**config.mk**
```make
export PLATFORM = sky130hd
export DESIGN_NAME = mrb_front
export DESIGN_NICKNAME = d
export VERILOG_FILES = /design/src/rtl/core/mrb_pkg.sv /design/src/rtl/core/mrb_front.sv
export SDC_FILE = /design/constraint.sdc
export NUM_CORES = 1
export LEC_CHECK = 0
export BUFFER_PORTS_ARGS = -buffer_cell sky130_fd_sc_hd__buf_2
export CORE_MARGIN = 5
export CORE_UTILIZATION = 54
export DETAILED_ROUTE_END_ITERATION = 10
export GPL_ROUTABILITY_DRIVEN = 0
export PLACE_DENSITY = 0.87
export SLEW_MARGIN = 30
export SYNTH_ARGS = -nofsm -noshare
export SYNTH_HDL_FRONTEND = slang
export SYNTH_SLANG_ARGS = --single-unit
```
**constraint.sdc**
```tcl
create_clock -name aclk -period 15.4 [get_ports aclk]
set_clock_uncertainty 0.1 [all_clocks]
set_input_delay 3.08 -clock aclk [delete_from_list [all_inputs] [get_ports aclk]]
set_output_delay 3.08 -clock aclk [all_outputs]
set_load 0.1 [all_outputs]
```
**src/rtl/core/mrb_pkg.sv**
```systemverilog
// ----------------------------------------------------------------------------
// mrb_pkg
// shared types and constants of the modbus register bank
// ----------------------------------------------------------------------------
package mrb_pkg;
    localparam int GroupDepth  = 64;
    localparam int NumGroups   = 3;
    localparam int MaxReadRegs = 16;
    localparam int StoreDepth  = NumGroups * GroupDepth;
    localparam int IdxW        = $clog2(StoreDepth);
    localparam int OffW        = $clog2(GroupDepth);

    localparam logic [1:0] CMD_HEADER = 2'd0;
    localparam logic [1:0] CMD_DATA   = 2'd1;
    localparam logic [1:0] CMD_LOAD   = 2'd2;

    localparam logic [7:0] FC_READ_HOLD  = 8'd3;
    localparam logic [7:0] FC_READ_INPUT = 8'd4;
    localparam logic [7:0] FC_WRITE_ONE  = 8'd6;
    localparam logic [7:0] FC_WRITE_MULT = 8'd16;

    localparam logic [2:0] REG_SLAVE_ID   = 3'd0;
    localparam logic [2:0] REG_HOLD_WIN0  = 3'd1;
    localparam logic [2:0] REG_HOLD_WIN1  = 3'd2;
    localparam logic [2:0] REG_HOLD_WIN2  = 3'd3;
    localparam logic [2:0] REG_INPUT_WIN0 = 3'd4;
    localparam logic [2:0] REG_INPUT_WIN1 = 3'd5;
    localparam logic [2:0] REG_INPUT_WIN2 = 3'd6;

    // job kinds handed from front to back
    typedef enum logic [2:0] {
        JOB_LOAD,
        JOB_HWRITE,
        JOB_READ,
        JOB_ECHO,
        JOB_BCAST
    } job_kind_t;

    typedef struct packed {
        job_kind_t        kind;
        logic             hold;
        logic [IdxW-1:0]  idx;
        logic [15:0]      value;
        logic [7:0]       code;
        logic [15:0]      addr;
        logic [15:0]      count;
        logic [7:0]       sid;
        logic             upd;
    } job_t;

    typedef enum logic [2:0] {
        BK_IDLE,
        BK_RD,
        BK_SEND,
        BK_CRCL,
        BK_CRCH
    } bk_state_t;

    function automatic logic [15:0] crc_byte(input logic [15:0] c, input logic [7:0] b);
        logic [15:0] r;
        r = c ^ {8'd0, b};
        for (int k = 0; k < 8; k++) begin
            r = r[0] ? ((r >> 1) ^ 16'hA001) : (r >> 1);
        end
        return r;
    endfunction
endpackage

```
**src/rtl/core/mrb_front.sv**
```systemverilog
// ----------------------------------------------------------------------------
// mrb_front
// accepts items, checks windows, tracks write-multiple progress, emits jobs
// ----------------------------------------------------------------------------
module mrb_front import mrb_pkg::*; (
    input  logic        aclk,
    input  logic        aresetn,
    input  logic        in_valid,
    output logic        in_ready,
    input  logic [1:0]  command,
    input  logic [7:0]  slave_address,
    input  logic [7:0]  function_code,
    input  logic [15:0] reg_address,
    input  logic [15:0] count_or_value,
    input  logic [15:0] data_word,
    input  logic [7:0]  local_index,
    input  logic [7:0]  slave_id,
    input  logic [31:0] hwin [3],
    input  logic [31:0] iwin [3],
    output logic        job_valid,
    input  logic        job_ready,
    output job_t        job
);
    logic        pact_reg, pact_next, pdis_reg, pdis_next, pbc_reg, pbc_next;
    logic [1:0]  pgrp_reg, pgrp_next;
    logic [15:0] poff_reg, poff_next, prem_reg, prem_next;
    logic [15:0] paddr_reg, paddr_next, pcnt_reg, pcnt_next;

    logic        hold_sel, hit;
    logic [1:0]  grp;
    logic [15:0] base, off, len;
    logic        addressed, bc;
    logic [31:0] w;
    logic [16:0] wl;
    job_t        j;
    logic        jv;

    assign len = (function_code == FC_WRITE_ONE) ? 16'd1 : count_or_value;
    assign hold_sel = (function_code != FC_READ_INPUT);

    // lowest-numbered fitting window wins; searched from the highest down
    always_comb begin
        hit = 1'b0;
        grp = 2'd0;
        base = 16'd0;
        for (int g = NumGroups - 1; g >= 0; g--) begin
            w = hold_sel ? hwin[g] : iwin[g];
            wl = (w[15:0] > 16'(GroupDepth)) ? 17'(GroupDepth) : {1'b0, w[15:0]};
            if (w[15:0] != 16'd0 && reg_address >= w[31:16] &&
                ({1'b0, reg_address} + {1'b0, len} <= {1'b0, w[31:16]} + wl)) begin
                hit = 1'b1;
                grp = 2'(g);
                base = w[31:16];
            end
        end
    end
    assign off = reg_address - base;
    assign bc = (slave_address == 8'd0);
    assign addressed = bc || (slave_address == slave_id);

    always_comb begin
        pact_next = pact_reg; pdis_next = pdis_reg; pbc_next = pbc_reg;
        pgrp_next = pgrp_reg; poff_next = poff_reg; prem_next = prem_reg;
        paddr_next = paddr_reg; pcnt_next = pcnt_reg;
        jv = 1'b0;
        j = '0;
        j.kind = JOB_LOAD;
        j.sid = slave_id;
        j.code = function_code;
        j.addr = reg_address;
        j.count = count_or_value;
        j.hold = hold_sel;
        j.value = data_word;
        j.idx = IdxW'({8'd0, grp} * GroupDepth + {8'd0, off[OffW-1:0]});
        unique case (command)
            CMD_LOAD: begin
                j.kind = JOB_LOAD;
                j.idx = local_index[IdxW-1:0];
                jv = ({24'd0, local_index} < 32'(StoreDepth));
            end
            CMD_DATA: begin
                if (pact_reg) begin
                    poff_next = poff_reg + 16'd1;
                    prem_next = prem_reg - 16'd1;
                    j.kind = JOB_HWRITE;
                    j.idx = IdxW'({14'd0, pgrp_reg} * GroupDepth
                                  + {10'd0, poff_reg[OffW-1:0]});
                    jv = !pdis_reg && (poff_reg < 16'(GroupDepth));
                    j.code = FC_WRITE_MULT;
                    j.addr = paddr_reg;
                    j.count = pcnt_reg;
                    j.upd = (prem_reg == 16'd1) && !pdis_reg;
                    j.value = data_word;
                    if (prem_reg == 16'd1) begin
                        pact_next = 1'b0;
                        j.kind = pbc_reg ? JOB_BCAST : JOB_ECHO;
                        // last word writes and then responds
                        j.hold = 1'b1;
                        jv = !pdis_reg;
                    end
                end
            end
            CMD_HEADER: begin
                pact_next = 1'b0;
                pdis_next = 1'b0;
                if (function_code == FC_WRITE_MULT) begin
                    if (count_or_value != 16'd0) begin
                        pact_next = 1'b1;
                        pdis_next = !(addressed && hit);
                        prem_next = count_or_value;
                        pgrp_next = (addressed && hit) ? grp : 2'd0;
                        poff_next = (addressed && hit) ? off : 16'd0;
                        paddr_next = reg_address;
                        pcnt_next = count_or_value;
                        pbc_next = bc;
                    end
                end else if (addressed && hit) begin
                    if ((function_code == FC_READ_HOLD || function_code == FC_READ_INPUT)
                        && !bc && count_or_value != 16'd0
                        && count_or_value <= 16'(MaxReadRegs)) begin
                        j.kind = JOB_READ;
                        jv = 1'b1;
                    end else if (function_code == FC_WRITE_ONE) begin
                        j.kind = bc ? JOB_BCAST : JOB_ECHO;
                        j.value = count_or_value;
                        j.count = 16'd1;
                        j.upd = 1'b1;
                        jv = 1'b1;
                    end
                end
            end
            default: ;
        endcase
    end

    assign in_ready = job_ready;
    assign job_valid = in_valid && jv;
    assign job = j;

    always_ff @(posedge aclk) begin
        if (!aresetn) begin
            pact_reg <= 1'b0; pdis_reg <= 1'b0; pbc_reg <= 1'b0;
            pgrp_reg <= '0; poff_reg <= '0; prem_reg <= '0;
            paddr_reg <= '0; pcnt_reg <= '0;
        end else if (in_valid && in_ready) begin
            pact_reg <= pact_next; pdis_reg <= pdis_next; pbc_reg <= pbc_next;
            pgrp_reg <= pgrp_next; poff_reg <= poff_next; prem_reg <= prem_next;
            paddr_reg <= paddr_next; pcnt_reg <= pcnt_next;
        end
    end
endmodule

```
# Word level (Yosys, flattened, before mapping)
# Index checks and enable logic that the tools add are counted.
# totals
ff_bits	69
latchBits	0
ram_bits	0
romBits	0
in_bits	278
output_inout_bits	79
elab_cells	137
mem_count	0
# classes
add_sub_neg	9
mul	0
n_div	0
n_lt_le_gt_ge	12
eq_ne	12
shift	0
muxes	66
bitwise	0
reduce_logical	30
# op_table
cell	count
two-way mux 16 bit	21
one-hot mux 16 bit (2 select lines)	4
two-way mux 32 bit	3
adder 16 x 16 -> 17 bit	4
two-way mux 68 bit	1
nonzero test 16 bit	4
<= comparator 17 bit	3
>= comparator 16 bit	3
greater-than comparator 16 x 7 -> 1 bit (second input constant)	3
two-way mux 24 bit	1
two-way mux 1 bit	20
two-way mux 3 bit	6
adder 16 x 1 -> 16 bit (second input constant)	1
adder 8 x 6 -> 8 bit	2
equality test 16 x 1 -> 1 bit (second input constant)	1
equality test 8 x 3 -> 1 bit (second input constant)	2
<= comparator 16 x 5 -> 1 bit (second input constant)	1
< comparator 16 x 7 -> 1 bit (second input constant)	1
one-hot mux 8 bit (2 select lines)	1
subtractor 16 x 1 -> 16 bit (second input constant)	1
subtractor 16 bit	1
logical AND 1 bit	14
equality test 8 x 2 -> 1 bit (second input constant)	1
equality test 8 x 5 -> 1 bit (second input constant)	1
19 further kinds	29

# Logic depth before layout (Yosys ltp)
# logic_depth
depth_word	15
mapped_depth	44
depth_no_buf	42

# Least setup slack after synthesis
# No wires, ideal clock.
# synth_timing
kind	input port to output port
startpoint	input function_code[3]
endpoint	output job[70] (netlist name)
arrival_time_ns	11.907
t_required_ns	12.220
slack_ns	0.313
path_stages	36
path_buffers	5
path_cell_list	or4_4 > nor4_2 > clkbuf_1 > clkbuf_1 > clkbuf_1 > a21oi_1 > a21oi_1 > ha_1 > a21o_1 > a21oi_1 > o21bai_1 > a21o_1 > a21oi_1 > o21ai_0 > o41ai_1 > o311ai_0 > mux2i_1 > a2111oi_0 > ha_1 > and4_1 > a221oi_1 > a41oi_1 > a211oi_1 > a21o_1 > buf_2 > clkbuf_1 > o22ai_1 > o21ai_0 > ha_1 > nand2b_1 > a21oi_1 > o21ai_0 > nand2b_1 > xnor2_1 > o21ai_0 > a221o_1
# synth_lines
element	line	rtl
from (decl)	mrb_front.sv:12	input logic [7:0] function_code,
to (decl)	mrb_front.sv:22	output job_t job

==> run summary <==
Run status: completed
Clock tree sinks: 69
Post-DRT Antenna Nets: 0
CTS clock-pin slew for the worst setup and hold paths: 60 ps
Slowest CP cell: or4_4
Syn Std Cell Area: 11970 sq um
Global route overflow: 0
Mapped Avg Cell Area: 7.170 sq um
Final non-filler cell total: 2296
Die area: 25240 sq um
Worst r2r src: pact_reg$_SDFFE_PN0P_
Final Cell Area: 14470 sq um
Share of the synthesized area in the top cell type: 19.45%
Layout area overhead: 20.94%
CP startpoint kind: primary input
Fin crit share: 98.04%
CP Capture Type: primary output
Sw power: 0.5947 mW
Largest net degree at the start of global routing: 62
Worst setup endpoint: job[70]
Critical Path Fanout Max: 21
Final setup viols: 0
Nets@finish: 2479
Overall routing resource usage: 33.13%
Clock H-tree levels: 3
Hold path depth: 2
Post-synth cell types: 75
Final wirelength: 46160 um
Largest area contributor in the netlist: ha_1
Pleak: 6.852 nW
Initial core utilization: 54.83%
Power Total: 1.148 mW
Cts hold-fix bufs: 0
WHS: 354.7 ps
Critical path's most frequent cell: o21ai_0
Multi-input logic area: 10090 sq um
Post-route DRC violation count: 0
Crit path DAT: 11920 ps
Top FF cell, synth: dfxtp_1
# rows: 54
Max incr delay on CP: 650 ps
Maximum clock insertion buffer count: 2
Cell Int Power: 0.5527 mW
Iteration-0 DRC Markers: 1587
Die W: 158.9 um
Clock Latency Late Sink: 340 ps
Vias per inst: 6.288
WP data required: 12220 ps
Layout cells sized above 1: 23.23%
Tmin final: 15100 ps
Synth warn: 0
Flop and latch count out of synthesis: 69
Post-synth top cells: nand2_1, ha_1, a21oi_1, o21ai_0, inv_1
First-pass GRT wire length: 69540 um
CP Class: primary input to primary output
Total CTS buffers: 9
Core area: 21820 sq um
Antenna violations before repair: 2
# Max-Cap Violations: 0
Number of synthesized flops with an enable pin: 0
Fin Setup TNS: 0 ps
Actual slew at the worst max-slew pin: 962.5 ps
Slew headroom: 35.83%
Hold WC Path Type: register to register
Vias in the first global route: 13550
Register area: 1381 sq um
Terminus of the critical flop-to-flop path: poff_reg[2]$_SDFFE_PN0P_
Dpl cells: 2272
Comb power frac: 66.2%
DR pass1 iterations: 8
Clock network fraction of design power: 17.8%
Register share of total power: 16.0%
Top-count cell post-synth: nand2_1
Max frequency: 0.06623 GHz
Avg WL per Cell: 20.10 um
Mapped Cells: 1669
CTS tree: done
Synth top area cells: ha_1, dfxtp_1, nand2_1
Hold Violations, Final: 0
R2R depth: 6
# fillers: 1863
Top Ports: 357
Via Count: 14440
I/O Buffers: 356
Sw frac: 51.83%
Area after DPL: 14020 sq um
CP startpoint: function_code[3]
Post-synth ARST share: 0%
DIE HEIGHT: 158.9 um
Internal reg-to-reg setup slack: 12980 ps
Slew Limit Fails: 0
Pwr per Cell Area: 79.29 nW/um^2
Maximum vdd drop: 0.1482 mV
Sequential element share of the synthesized area: 11.54%
Clk root buf: clkbuf_16
Post-DP HPWL: 36490 um
cell type report:
type	instances	area share, %
multi-input combinational	1451	69.69
timing repair buffer	379	13.73
inverter	100	2.594
clock buffer	10	1.651
sequential	69	9.544
tap	280	2.421
clock inverter	6	0.3545
antenna	1	0.01729
worst min-delay path by stage:
stage / start / to / slack [ps]
6_report: pcnt_reg[15]$_SDFFE_PN0P_ / pcnt_reg[15]$_SDFFE_PN0P_ / 350
5_1_grt: paddr_reg[3]$_SDFFE_PN0P_ / paddr_reg[3]$_SDFFE_PN0P_ / 380
4_1_cts: pcnt_reg[15]$_SDFFE_PN0P_ / pcnt_reg[15]$_SDFFE_PN0P_ / 360
3_5_place_dp: pcnt_reg[15]$_SDFFE_PN0P_ / pcnt_reg[15]$_SDFFE_PN0P_ / 350
3_3_place_gp: pcnt_reg[15]$_SDFFE_PN0P_ / pcnt_reg[15]$_SDFFE_PN0P_ / 340
2_1_floorplan: pcnt_reg[15]$_SDFFE_PN0P_ / pcnt_reg[15]$_SDFFE_PN0P_ / 330
cell usage in the layout (no fill, tap or decap), drive strengths merged, types with 18 or more instances in the layout:
cell type and instances:
a211oi 19, a21boi 37, a21o 31, a21oi 117, a22o 20, a31oi 19
and2 20, buf 377, conb 27, dfxtp 69, ha 186, inv 104
mux2 32, mux2i 36, nand2 277, nand2b 18, nand3 54, nor2 97
nor2b 30, nor3 39, nor4 26, o21ai 102, o22ai 18, xnor2 47
xor2 27
critical path: cells and delay by family:
family / cells / cell delay (ps)
xor gates and xnor gates: 1 / 260
muxes: 1 / 180
and+or+nand+nor: 6 / 2040
adders and majority gates: 3 / 950
AOI/OAI and AO/OA: 23 / 4790
buffers and inverters: 3 / 580
cell families after synthesis:
group | after synthesis | share of synthesized area (%)
adder cells (fa/ha/maj) | 191 | 20.28
flip-flops | 69 | 11.54
XOR/XNOR | 74 | 5.416
other | 1 | 0.03134
multiplexers | 68 | 6.305
buffers and inverters | 176 | 6.148
AO/OA/AOI/OAI | 460 | 25.32
AND/OR/NAND/NOR | 630 | 24.95
repair_timing:
item / in CTS / in global routing
pin swaps: 0 / 6
setup buffers: 0 / 6
resized for setup: 1 / 23
gates cloned: 0 / 1
endpoints found under the setup margin: 3 / 5
per-stage QoR:
stage | util, % | setup slack (ps)
floorplan | - | 312.6
global placement | 64.25 | 421.4
detailed placement | 64.25 | -156.0
CTS | 65.61 | 9.093
global route | 66.32 | -86.98
finish | 66.32 | 301.8
routing by layer:
layer | part of all wire, % | GRT usage, %
met2 | 46 | 55.72
met1 | 37 | 39.98
met4 | 5.8 | 16.98
met3 | 12 | 6.713
met5 | 0 | 0
power groups by stage:
stage	clock (mW)	sequential [mW]	combinational [mW]
finish	0.204	0.184	0.760
global route	0.212	0.184	0.817
CTS	0.205	0.183	0.724
detailed placement	0	0.187	0.718
global placement	0	0.187	0.698
floorplan	0	0.187	0.531
No activity file was read; power rests on OpenSTA's default activity.
