--- src/rtl/core/mrb_pkg.sv ---
// ----------------------------------------------------------------------------
// mrb_pkg
// shared types and constants of the modbus register bank
// ----------------------------------------------------------------------------
package mrb_pkg;
    localparam int GroupDepth  = 64;
    localparam int NumGroups   = 3;
    localparam int MaxReadRegs = 16;
    localparam int StoreDepth  = NumGroups * GroupDepth;
    localparam int IdxW        = $clog2(StoreDepth);
    localparam int OffW        = $clog2(GroupDepth);

    localparam logic [1:0] CMD_HEADER = 2'd0;
    localparam logic [1:0] CMD_DATA   = 2'd1;
    localparam logic [1:0] CMD_LOAD   = 2'd2;

    localparam logic [7:0] FC_READ_HOLD  = 8'd3;
    localparam logic [7:0] FC_READ_INPUT = 8'd4;
    localparam logic [7:0] FC_WRITE_ONE  = 8'd6;
    localparam logic [7:0] FC_WRITE_MULT = 8'd16;

    localparam logic [2:0] REG_SLAVE_ID   = 3'd0;
    localparam logic [2:0] REG_HOLD_WIN0  = 3'd1;
    localparam logic [2:0] REG_HOLD_WIN1  = 3'd2;
    localparam logic [2:0] REG_HOLD_WIN2  = 3'd3;
    localparam logic [2:0] REG_INPUT_WIN0 = 3'd4;
    localparam logic [2:0] REG_INPUT_WIN1 = 3'd5;
    localparam logic [2:0] REG_INPUT_WIN2 = 3'd6;

    // job kinds handed from front to back
    typedef enum logic [2:0] {
        JOB_LOAD,
        JOB_HWRITE,
        JOB_READ,
        JOB_ECHO,
        JOB_BCAST
    } job_kind_t;

    typedef struct packed {
        job_kind_t        kind;
        logic             hold;
        logic [IdxW-1:0]  idx;
        logic [15:0]      value;
        logic [7:0]       code;
        logic [15:0]      addr;
        logic [15:0]      count;
        logic [7:0]       sid;
        logic             upd;
    } job_t;

    typedef enum logic [2:0] {
        BK_IDLE,
        BK_RD,
        BK_SEND,
        BK_CRCL,
        BK_CRCH
    } bk_state_t;

    function automatic logic [15:0] crc_byte(input logic [15:0] c, input logic [7:0] b);
        logic [15:0] r;
        r = c ^ {8'd0, b};
        for (int k = 0; k < 8; k++) begin
            r = r[0] ? ((r >> 1) ^ 16'hA001) : (r >> 1);
        end
        return r;
    endfunction
endpackage

--- src/rtl/core/mrb_queue.sv ---
// ----------------------------------------------------------------------------
// mrb_queue
// two-entry job queue between front and back
// ----------------------------------------------------------------------------
module mrb_queue import mrb_pkg::*; (
    input  logic aclk,
    input  logic aresetn,
    input  logic in_valid,
    output logic in_ready,
    input  job_t in_job,
    output logic out_valid,
    input  logic out_ready,
    output job_t out_job
);
    job_t       q_reg [2];
    logic       wp_reg, rp_reg;
    logic [1:0] cnt_reg;
    logic       push, pop;

    assign in_ready = (cnt_reg != 2'd2);
    assign out_valid = (cnt_reg != 2'd0);
    assign out_job = q_reg[rp_reg];
    assign push = in_valid && in_ready;
    assign pop = out_valid && out_ready;

    always_ff @(posedge aclk) begin
        if (push) begin
            q_reg[wp_reg] <= in_job;
        end
    end
    always_ff @(posedge aclk) begin
        if (!aresetn) begin
            wp_reg <= 1'b0; rp_reg <= 1'b0; cnt_reg <= 2'd0;
        end else begin
            if (push) wp_reg <= !wp_reg;
            if (pop) rp_reg <= !rp_reg;
            cnt_reg <= cnt_reg + 2'(push) - 2'(pop);
        end
    end
endmodule

--- config.mk ---
export PLATFORM = sky130hd
export DESIGN_NAME = mrb_queue
export DESIGN_NICKNAME = d
export VERILOG_FILES = /design/src/rtl/core/mrb_pkg.sv /design/src/rtl/core/mrb_queue.sv
export SDC_FILE = /design/constraint.sdc
export NUM_CORES = 1
export LEC_CHECK = 0
export BUFFER_PORTS_ARGS = -buffer_cell sky130_fd_sc_hd__buf_4
export CAP_MARGIN = 15
export CORE_MARGIN = 2
export CORE_UTILIZATION = 30
export CTS_BUF_LIST = sky130_fd_sc_hd__clkbuf_8
export CTS_CLUSTER_DIAMETER = 30
export CTS_CLUSTER_SIZE = 30
export DETAILED_ROUTE_END_ITERATION = 16
export PLACE_DENSITY = 0.53
export SYNTH_ARGS = -nofsm -noshare
export SYNTH_HDL_FRONTEND = slang
export SYNTH_SLANG_ARGS = --single-unit
export TNS_END_PERCENT = 10
--- constraint.sdc ---
create_clock -name aclk -period 2.75 [get_ports aclk]
set_input_delay 0.4125 -clock aclk [delete_from_list [all_inputs] [get_ports aclk]]
set_output_delay 0.4125 -clock aclk [all_outputs]
set_load 0.03 [all_outputs]
## Yosys cells after proc, flatten, opt, wreduce, memory -nomap -nowiden

Memory sizes are Yosys's and may differ from the RTL's. A register that Yosys moved wholly into a read port is not among the register bits.
Cells that the tools add are included.

- Add/subtract/negate cells: 2
- Equality and inequality tests: 1
- Mux-type cells: 4
- Reduce and logical (&&, ||, !) cells: 5

Operator list:

| kind | number |
|---|---|
| two-way mux 1 bit | 4 |
| adder 2 x 1 -> 2 bit | 1 |
| logical AND 1 bit | 2 |
| zero test 1 bit | 2 |
| inequality test 2 bit (second input constant) | 1 |
| nonzero test 2 bit | 1 |
| subtractor 2 x 1 -> 2 bit | 1 |

- Word-level logic and storage cells: 16
- Memories kept: 1
- Flip-flop bits (word level): 4
- Bits in writable memories: 154

Memory list:

| name | words | width | read ports | clocked after Yosys merged registers in | wr ports | RTL line | source |
|---|---|---|---|---|---|---|---|
| q_reg | 2 | 77 | 1 | 1 | 1 | mrb_queue.sv:15 | `job_t q_reg [2];` |

## Longest topological paths before layout

Gate-level depths: netlist (run 1).

- Depth in word-level cells: 4
- Mapped depth: 6
- Gate-level depth less buffers: 6

## Least setup slack after synthesis (run 1)

OpenSTA, ideal clock, no wires.

- Path type: reg2reg
- Start point: register cnt_reg[0]
- End point: memory q_reg[1][0] (netlist name) (enable)
- Setup time: 444 ps
- Period minus slack after synthesis: 3098 ps
- Setup slack: -348 ps
- Data arrival time: 2654 ps
- Cell stages (with the launch flop): 3
- Path through: dfxtp_1 -> nand2b_1 -> and3_1

- Word-level cells in the longest chain between the ends: 4

Ends and longest elaborated chain:

| element | RTL line | source |
|---|---|---|
| from (decl) | mrb_queue.sv:17 | `logic [1:0] cnt_reg;` |
| from (signal assigned) | mrb_queue.sv:37 | `cnt_reg <= cnt_reg + 2'(push) - 2'(pop);` |
| inequality test 2 bit | mrb_queue.sv:20 | `assign in_ready = (cnt_reg != 2'd2);` |
| net in_ready | mrb_queue.sv:9 | `output logic in_ready,` |
| logical AND 1 bit | mrb_queue.sv:23 | `assign push = in_valid && in_ready;` |
| two-way mux 1 bit | mrb_queue.sv:27 | `if (push) begin` |
| two-way mux 1 bit (not written as such) | mrb_queue.sv:28 | `q_reg[wp_reg] <= in_job;` |
| to (decl) | mrb_queue.sv:15 |  |

The timed path passes the listed nets, and every way through them passes these cells.

==> qor.yml, run 1 <==
syn_area_mm2: 0.00596
slew_violations: 0
met2_length_mm: 5.77
post_drt_wl_per_cell_um: 16.2
setup_viol: 0
rows: 51
cp-start-kind: "register"
core_area_mm2: 0.0195
cts_max_level: 4
antenna_cells: 0
timing.final.crit_share_pct: 83.9
hold_viol: 0
grt_setup_unrepaired: "false"
synth_edf_count: 154
synth_area_leaders: "edfxtp_1 (78%), mux2_2 (8.9%), mux2_4 (7.6%)"
synthSimpleGateAreaFrac_pct: 1.64
holdPathEnd: "q_reg[1][43]"
nets: 526
met1_length_mm: 4.92
numPlacedInstances: 690
drt_pass1_iterations: 4
skew_ns: 0.0131
syn_nets: 352
grt_overflow_total: 0
grt_pass1_vias: 3419
drive_above_1_share_pct: 59.3
synth_top_family_by_area: "multiplexers"
drc_errors: 0
grt_max_degree: 48
critPathMaxFanout: 24
r2r-start: "cnt_reg[0]"
synthFlopType: "edfxtp_1"
vias_per_cell: 4.16
p_per_area_mw_per_mm2: 835
drv_cap: 0
wl_met3_um: 864
dp_hpwl_mm: 7.80
timing.slew.headroom_pct: 67.2
n_fill_cell: 1787
cts_tree: "built"
cts-buffers-inserted: 17
drt_iter0_drc: 123
min_period_ns: 2.31
area_growth_pct: 31.4
top_layer: "met4"
synth_seq_cells: 159
portBuffers: 159
r2r_cells: 3
yosysTopAreaCell: "edfxtp_1"
yosys.area_share.adder_pct: 0.210
critPathCaptureType: "primary output"
syn_area_per_cell_um2: 22.1
synth_xor_area_share_pct: 0.147
synthMostInstantiatedCell: "edfxtp_1"
cts_hold_buf: 0
clock-sinks: 159
postLayoutCoreUtil_pct: 40.3
post_cts_resize_count: 0
grt_pass1_wl_mm: 18.4
critical_path_class: "reg -> out"
peakVddDrop_v: 0.000319
wl_mm: 11.7
clockBufferDepth: 2
synth_top_area_share_pct: 77.6
cp.required_ns: 2.34
worst_pin_slew_ns: 0.492
vias: 3007
hold_start: "in_job[43]"
ys_seq_area_share_pct: 79.2
postCtsSetupBuffers: 0
synth_compound_area_share_pct: 0.735
boundaryPins: 160
yosys.cell_types.count: 26
clk-insertion-delay-late_ns: 0.43
largest_reg_flops: 154
holdCritPathClass: "in -> reg"
critPathArrivalTime_ns: 1.89
hold_depth: 1
synth_cells: 270
reg2reg_slack_ns: 0.87
cts.clk_slew.worst_paths_ns: 0.08
gp_congestion: 0.742
synth.area.mux_share_pct: 16.4
die_w_um: 145
start_util_pct: 30.6
status: "complete, no violations"
reg2reg_to: "q_reg[1][33]"
detail-route-antenna-nets: 0
yosysWarnings: 0
finalNonFillerCells: 722
die-area_mm2: 0.0210
async_reset_ff_share_pct: 0
grtUsageTotal_pct: 11.4
p_leak_nw: 2.94
clock-root-buffer: "clkbuf_8"
chipHeight_um: 145
fmax_mhz: 434
antenna_found_initial: 0
synthTopCellsByCount: "edfxtp_1 (154), mux2_2 (47), mux2_4 (30)"
p_total_w: 0.00654
## per-stage QoR
| step | instance area, um^2 | hold slack [ns] | setup slack, ns | TNS (ns) |
|---|---|---|---|---|
| floorplan | 5960 | 0.472 | -0.0716 | -5.51 |
| global placement | 7480 | 0.491 | 0.879 | 0 |
| detailed placement | 7480 | 0.501 | 0.861 | 0 |
| CTS | 7840 | 0.118 | 0.378 | 0 |
| global route | 7840 | 0.112 | 0.318 | 0 |
| finish | 7840 | 0.167 | 0.444 | 0 |
## worst max path at each step
stage          slack, ns  depth (start not counted)      endpoint
6_report            0.44                          3   out_job[45]
5_1_grt             0.32                          3   out_job[45]
4_1_cts             0.38                          3   out_job[39]
3_5_place_dp        0.86                          3  q_reg[1][26]
3_3_place_gp        0.88                          3  q_reg[1][28]
2_1_floorplan      -0.07                          3   q_reg[0][0]
## layout make-up
cell class / count / area (um^2) / share of cell area [%]
clock buffer: 17 / 234 / 2.99
tap: 265 / 332 / 4.23
multi-input combinational: 100 / 1150 / 14.6
inverter: 2 / 8.76 / 0.112
sequential: 159 / 4730 / 60.3
timing repair buffer: 164 / 1270 / 16.2
clock inverter: 15 / 116 / 1.49
## critical path, cell delays in order, from the launching register on
cell and delay [ns]:
dfxtp_4 0.48, buf_4 0.40, mux2_2 0.39, buf_4 0.17
## layer usage
layer | global-route usage, % | up-vias
li1 | - | 1411
met1 | 13.1 | 1482
met2 | 19.1 | 104
met3 | 4.75 | 10
met4 | 4.26 | 0
met5 | 0 | -
## logic make-up after synthesis
| logic type | after synthesis |
|---|---|
| XOR/XNOR | 1 |
| buffers and inverters | 11 |
| adder cells (fa/ha/maj) | 1 |
| AO/OA/AOI/OAI | 6 |
| flip-flops | 159 |
| AND/OR/NAND/NOR | 15 |
| multiplexers | 77 |
## cells in the final DEF, fill, tap and decap left out, types with 2 or more instances in the layout
cell and count:
o21ai_0 2, clkbuf_8 17, dfxtp_1 4, inv_1 8, clkinv_1 3, buf_4 161
mux2_4 30, bufinv_16 2, edfxtp_1 154, nor2_1 4, buf_12 3, mux2_2 47
clkinv_2 3
## power by group
part | switching (W) | total, W | internal, W
combinational | 0.00111 | 0.00197 | 0.000858
sequential | 0.0000872 | 0.00303 | 0.00294
clock | 0.000769 | 0.00154 | 0.000772
Power figures use the tool's default switching activity.
==> inputs of run 2 (changes only) <==
Settings changed: PLACE_DENSITY 0.53 to 0.51.
Clock period 2.75 ns to 2.4 ns, I/O delays scaled along.
==> qor.yml, run 2 (synthesis gave the netlist of run 1 again) <==
slew_violations: 0  # unchanged
chipHeight_um: 145  # unchanged
grtUsageTotal_pct: 11.3  # -0.078 points
path_buf_inv: 2  # unchanged
critPathArrivalTime_ns: 1.85  # -0.04 ns
dpl_cell_area_mm2: 0.00752  # +0.53%
drt_iter0_drc: 214  # +74%
wl_mm: 11.7  # about the same
vias_per_cell: 4.16  # about the same
timing.final.crit_share_pct: 92.2
crit_family: "flip-flops"
critPathCaptureType: "primary output"
p_leak_nw: 2.97  # +0.93%
p_per_area_mw_per_mm2: 998  # +20%
critPathMaxFanout: 31  # +29%
status: "complete, no violations"
core_area_mm2: 0.0195  # unchanged
clk-insertion-delay-late_ns: 0.44  # about the same
skew_ns: 0.00854  # -0.00452 ns
drt_pass1_iterations: 4  # unchanged
min_period_ns: 2.21
timing.slew.headroom_pct: 70.0  # +2.8 points
drc_errors: 0  # unchanged
slowest_stage: "dfxtp_4"
cts_tree: "built"
clock-sinks: 159  # unchanged
layout_commonest_cell: "buf_4"
numPlacedInstances: 692  # +0.29%
multi_input_area_mm2: 0.00115  # unchanged
cts_max_level: 4  # unchanged
grt_pass1_wl_mm: 18.2  # -1.0%
grt_pass1_vias: 3355  # -1.9%
setup_viol: 0  # unchanged
worst_path_largest_cell_delay_ns: 0.58  # +0.10 ns
post_drt_wl_per_cell_um: 16.2  # -0.20%
die_w_um: 145  # unchanged
die-area_mm2: 0.0210  # unchanged
postCtsSetupBuffers: 0  # unchanged
worst_pin_slew_ns: 0.450  # -0.0413 ns
cts.clk_slew.worst_paths_ns: 0.09  # about the same
finalNonFillerCells: 724  # +0.28%
hold_slack_ns: 0.0953  # -0.0713 ns
holdCritPathClass: "in -> reg"
post_cts_resize_count: 0  # unchanged
largest_reg_flops: 154  # unchanged
drv_cap: 0  # unchanged
gp_congestion: 0.658  # -11%
critical_path_class: "reg -> out"
nets: 528  # +0.38%
clockBufferDepth: 2  # unchanged
grt_overflow_total: 0  # unchanged
drive_above_1_share_pct: 61.7  # +2.4 points
n_fill_cell: 1780  # -0.39%
portBuffers: 159  # unchanged
path_cells: "buf_12 -> mux2_2 -> buf_4"
dp_hpwl_mm: 7.69  # -1.5%
fmax_mhz: 452
rows: 51  # unchanged
hold_viol: 0  # unchanged
area_growth_pct: 33.6
cp.required_ns: 2.04  # -0.30 ns
stdcell_area_mm2: 0.00797  # +1.7%
vias: 3015  # +0.27%
grt_setup_unrepaired: "false"
boundaryPins: 160  # unchanged
peakVddDrop_v: 0.000358  # +12%
clock-root-buffer: "clkbuf_8"
antenna_cells: 0  # unchanged
cts_hold_buf: 0  # unchanged
p_total_w: 0.00795  # +22%
register_area_mm2: 0.00473  # unchanged
start_util_pct: 30.6  # unchanged
fin_tns_setup_ns: 0  # unchanged
detail-route-antenna-nets: 0  # unchanged
grt_max_degree: 46  # -4.2%
antenna_found_initial: 0  # unchanged
cp-start-kind: "register"
final_cell_mix: "buf_4 (161), edfxtp_1 (154), mux2_2 (47)"
cts-buffers-inserted: 17  # unchanged
run 2: cell count changes in the layout (fill, tap and decap cells not counted), sizes merged:
cell / previous run / this run
bufinv: 2 / 4
clkinv: 7 / 4
buf: 164 / 166
clkinvlp: 0 / 3
inv: 8 / 6
run 2: worst paths after layout:
path	startpoint	end	slack, ns	cells after the start
max reg2reg	cnt_reg[0]	q_reg[1][13]	0.66	3
min	in_job[42]	q_reg[0][42]	0.1	1
max	register	out_job[22]	0.19	3
min reg2reg	rp_reg	register	0.52	2
run 2: stage by stage:
step	setup WS (ns)	utilization (%)
2_1_floorplan	-0.422	-
4_1_cts	0.104	40.9
3_5_place_dp	0.622	38.7
3_3_place_gp	0.635	38.7
6_report	0.188	40.9
5_1_grt	0.0557	40.9
run 2: worst register-to-register path, delay by kind of cell (launching register included):
family                 cells  cell delay, ns
buffers and inverters      1            0.28
flip-flops                 1            0.42
AND/OR/NAND/NOR            2            0.71
run 2: layout make-up:
| type | count | share of cell area [%] |
|---|---|---|
| sequential | 159 | 59.4 |
| inverter | 2 | 0.110 |
| clock buffer | 17 | 2.94 |
| clock inverter | 15 | 2.61 |
| tap | 265 | 4.16 |
| multi-input combinational | 100 | 14.4 |
| timing repair buffer | 166 | 16.4 |
run 2: metal layers:
metal  track usage [%]  vias to the layer above  part of all wire [%]
li1                  -                     1416                     -
met1              13.1                     1487                    43
met2              19.0                      101                    49
met3              5.03                       11                   7.0
met5                 0                        -                     0
met4              3.42                        0                  0.96
run 2: report_power, final:
part | leakage [nW] | internal [W] | total (W) | switching, W
clock network | 0.215 | 0.00115 | 0.00221 | 0.00106
registers | 1.48 | 0.00337 | 0.00348 | 0.000116
logic | 1.27 | 0.00101 | 0.00226 | 0.00126
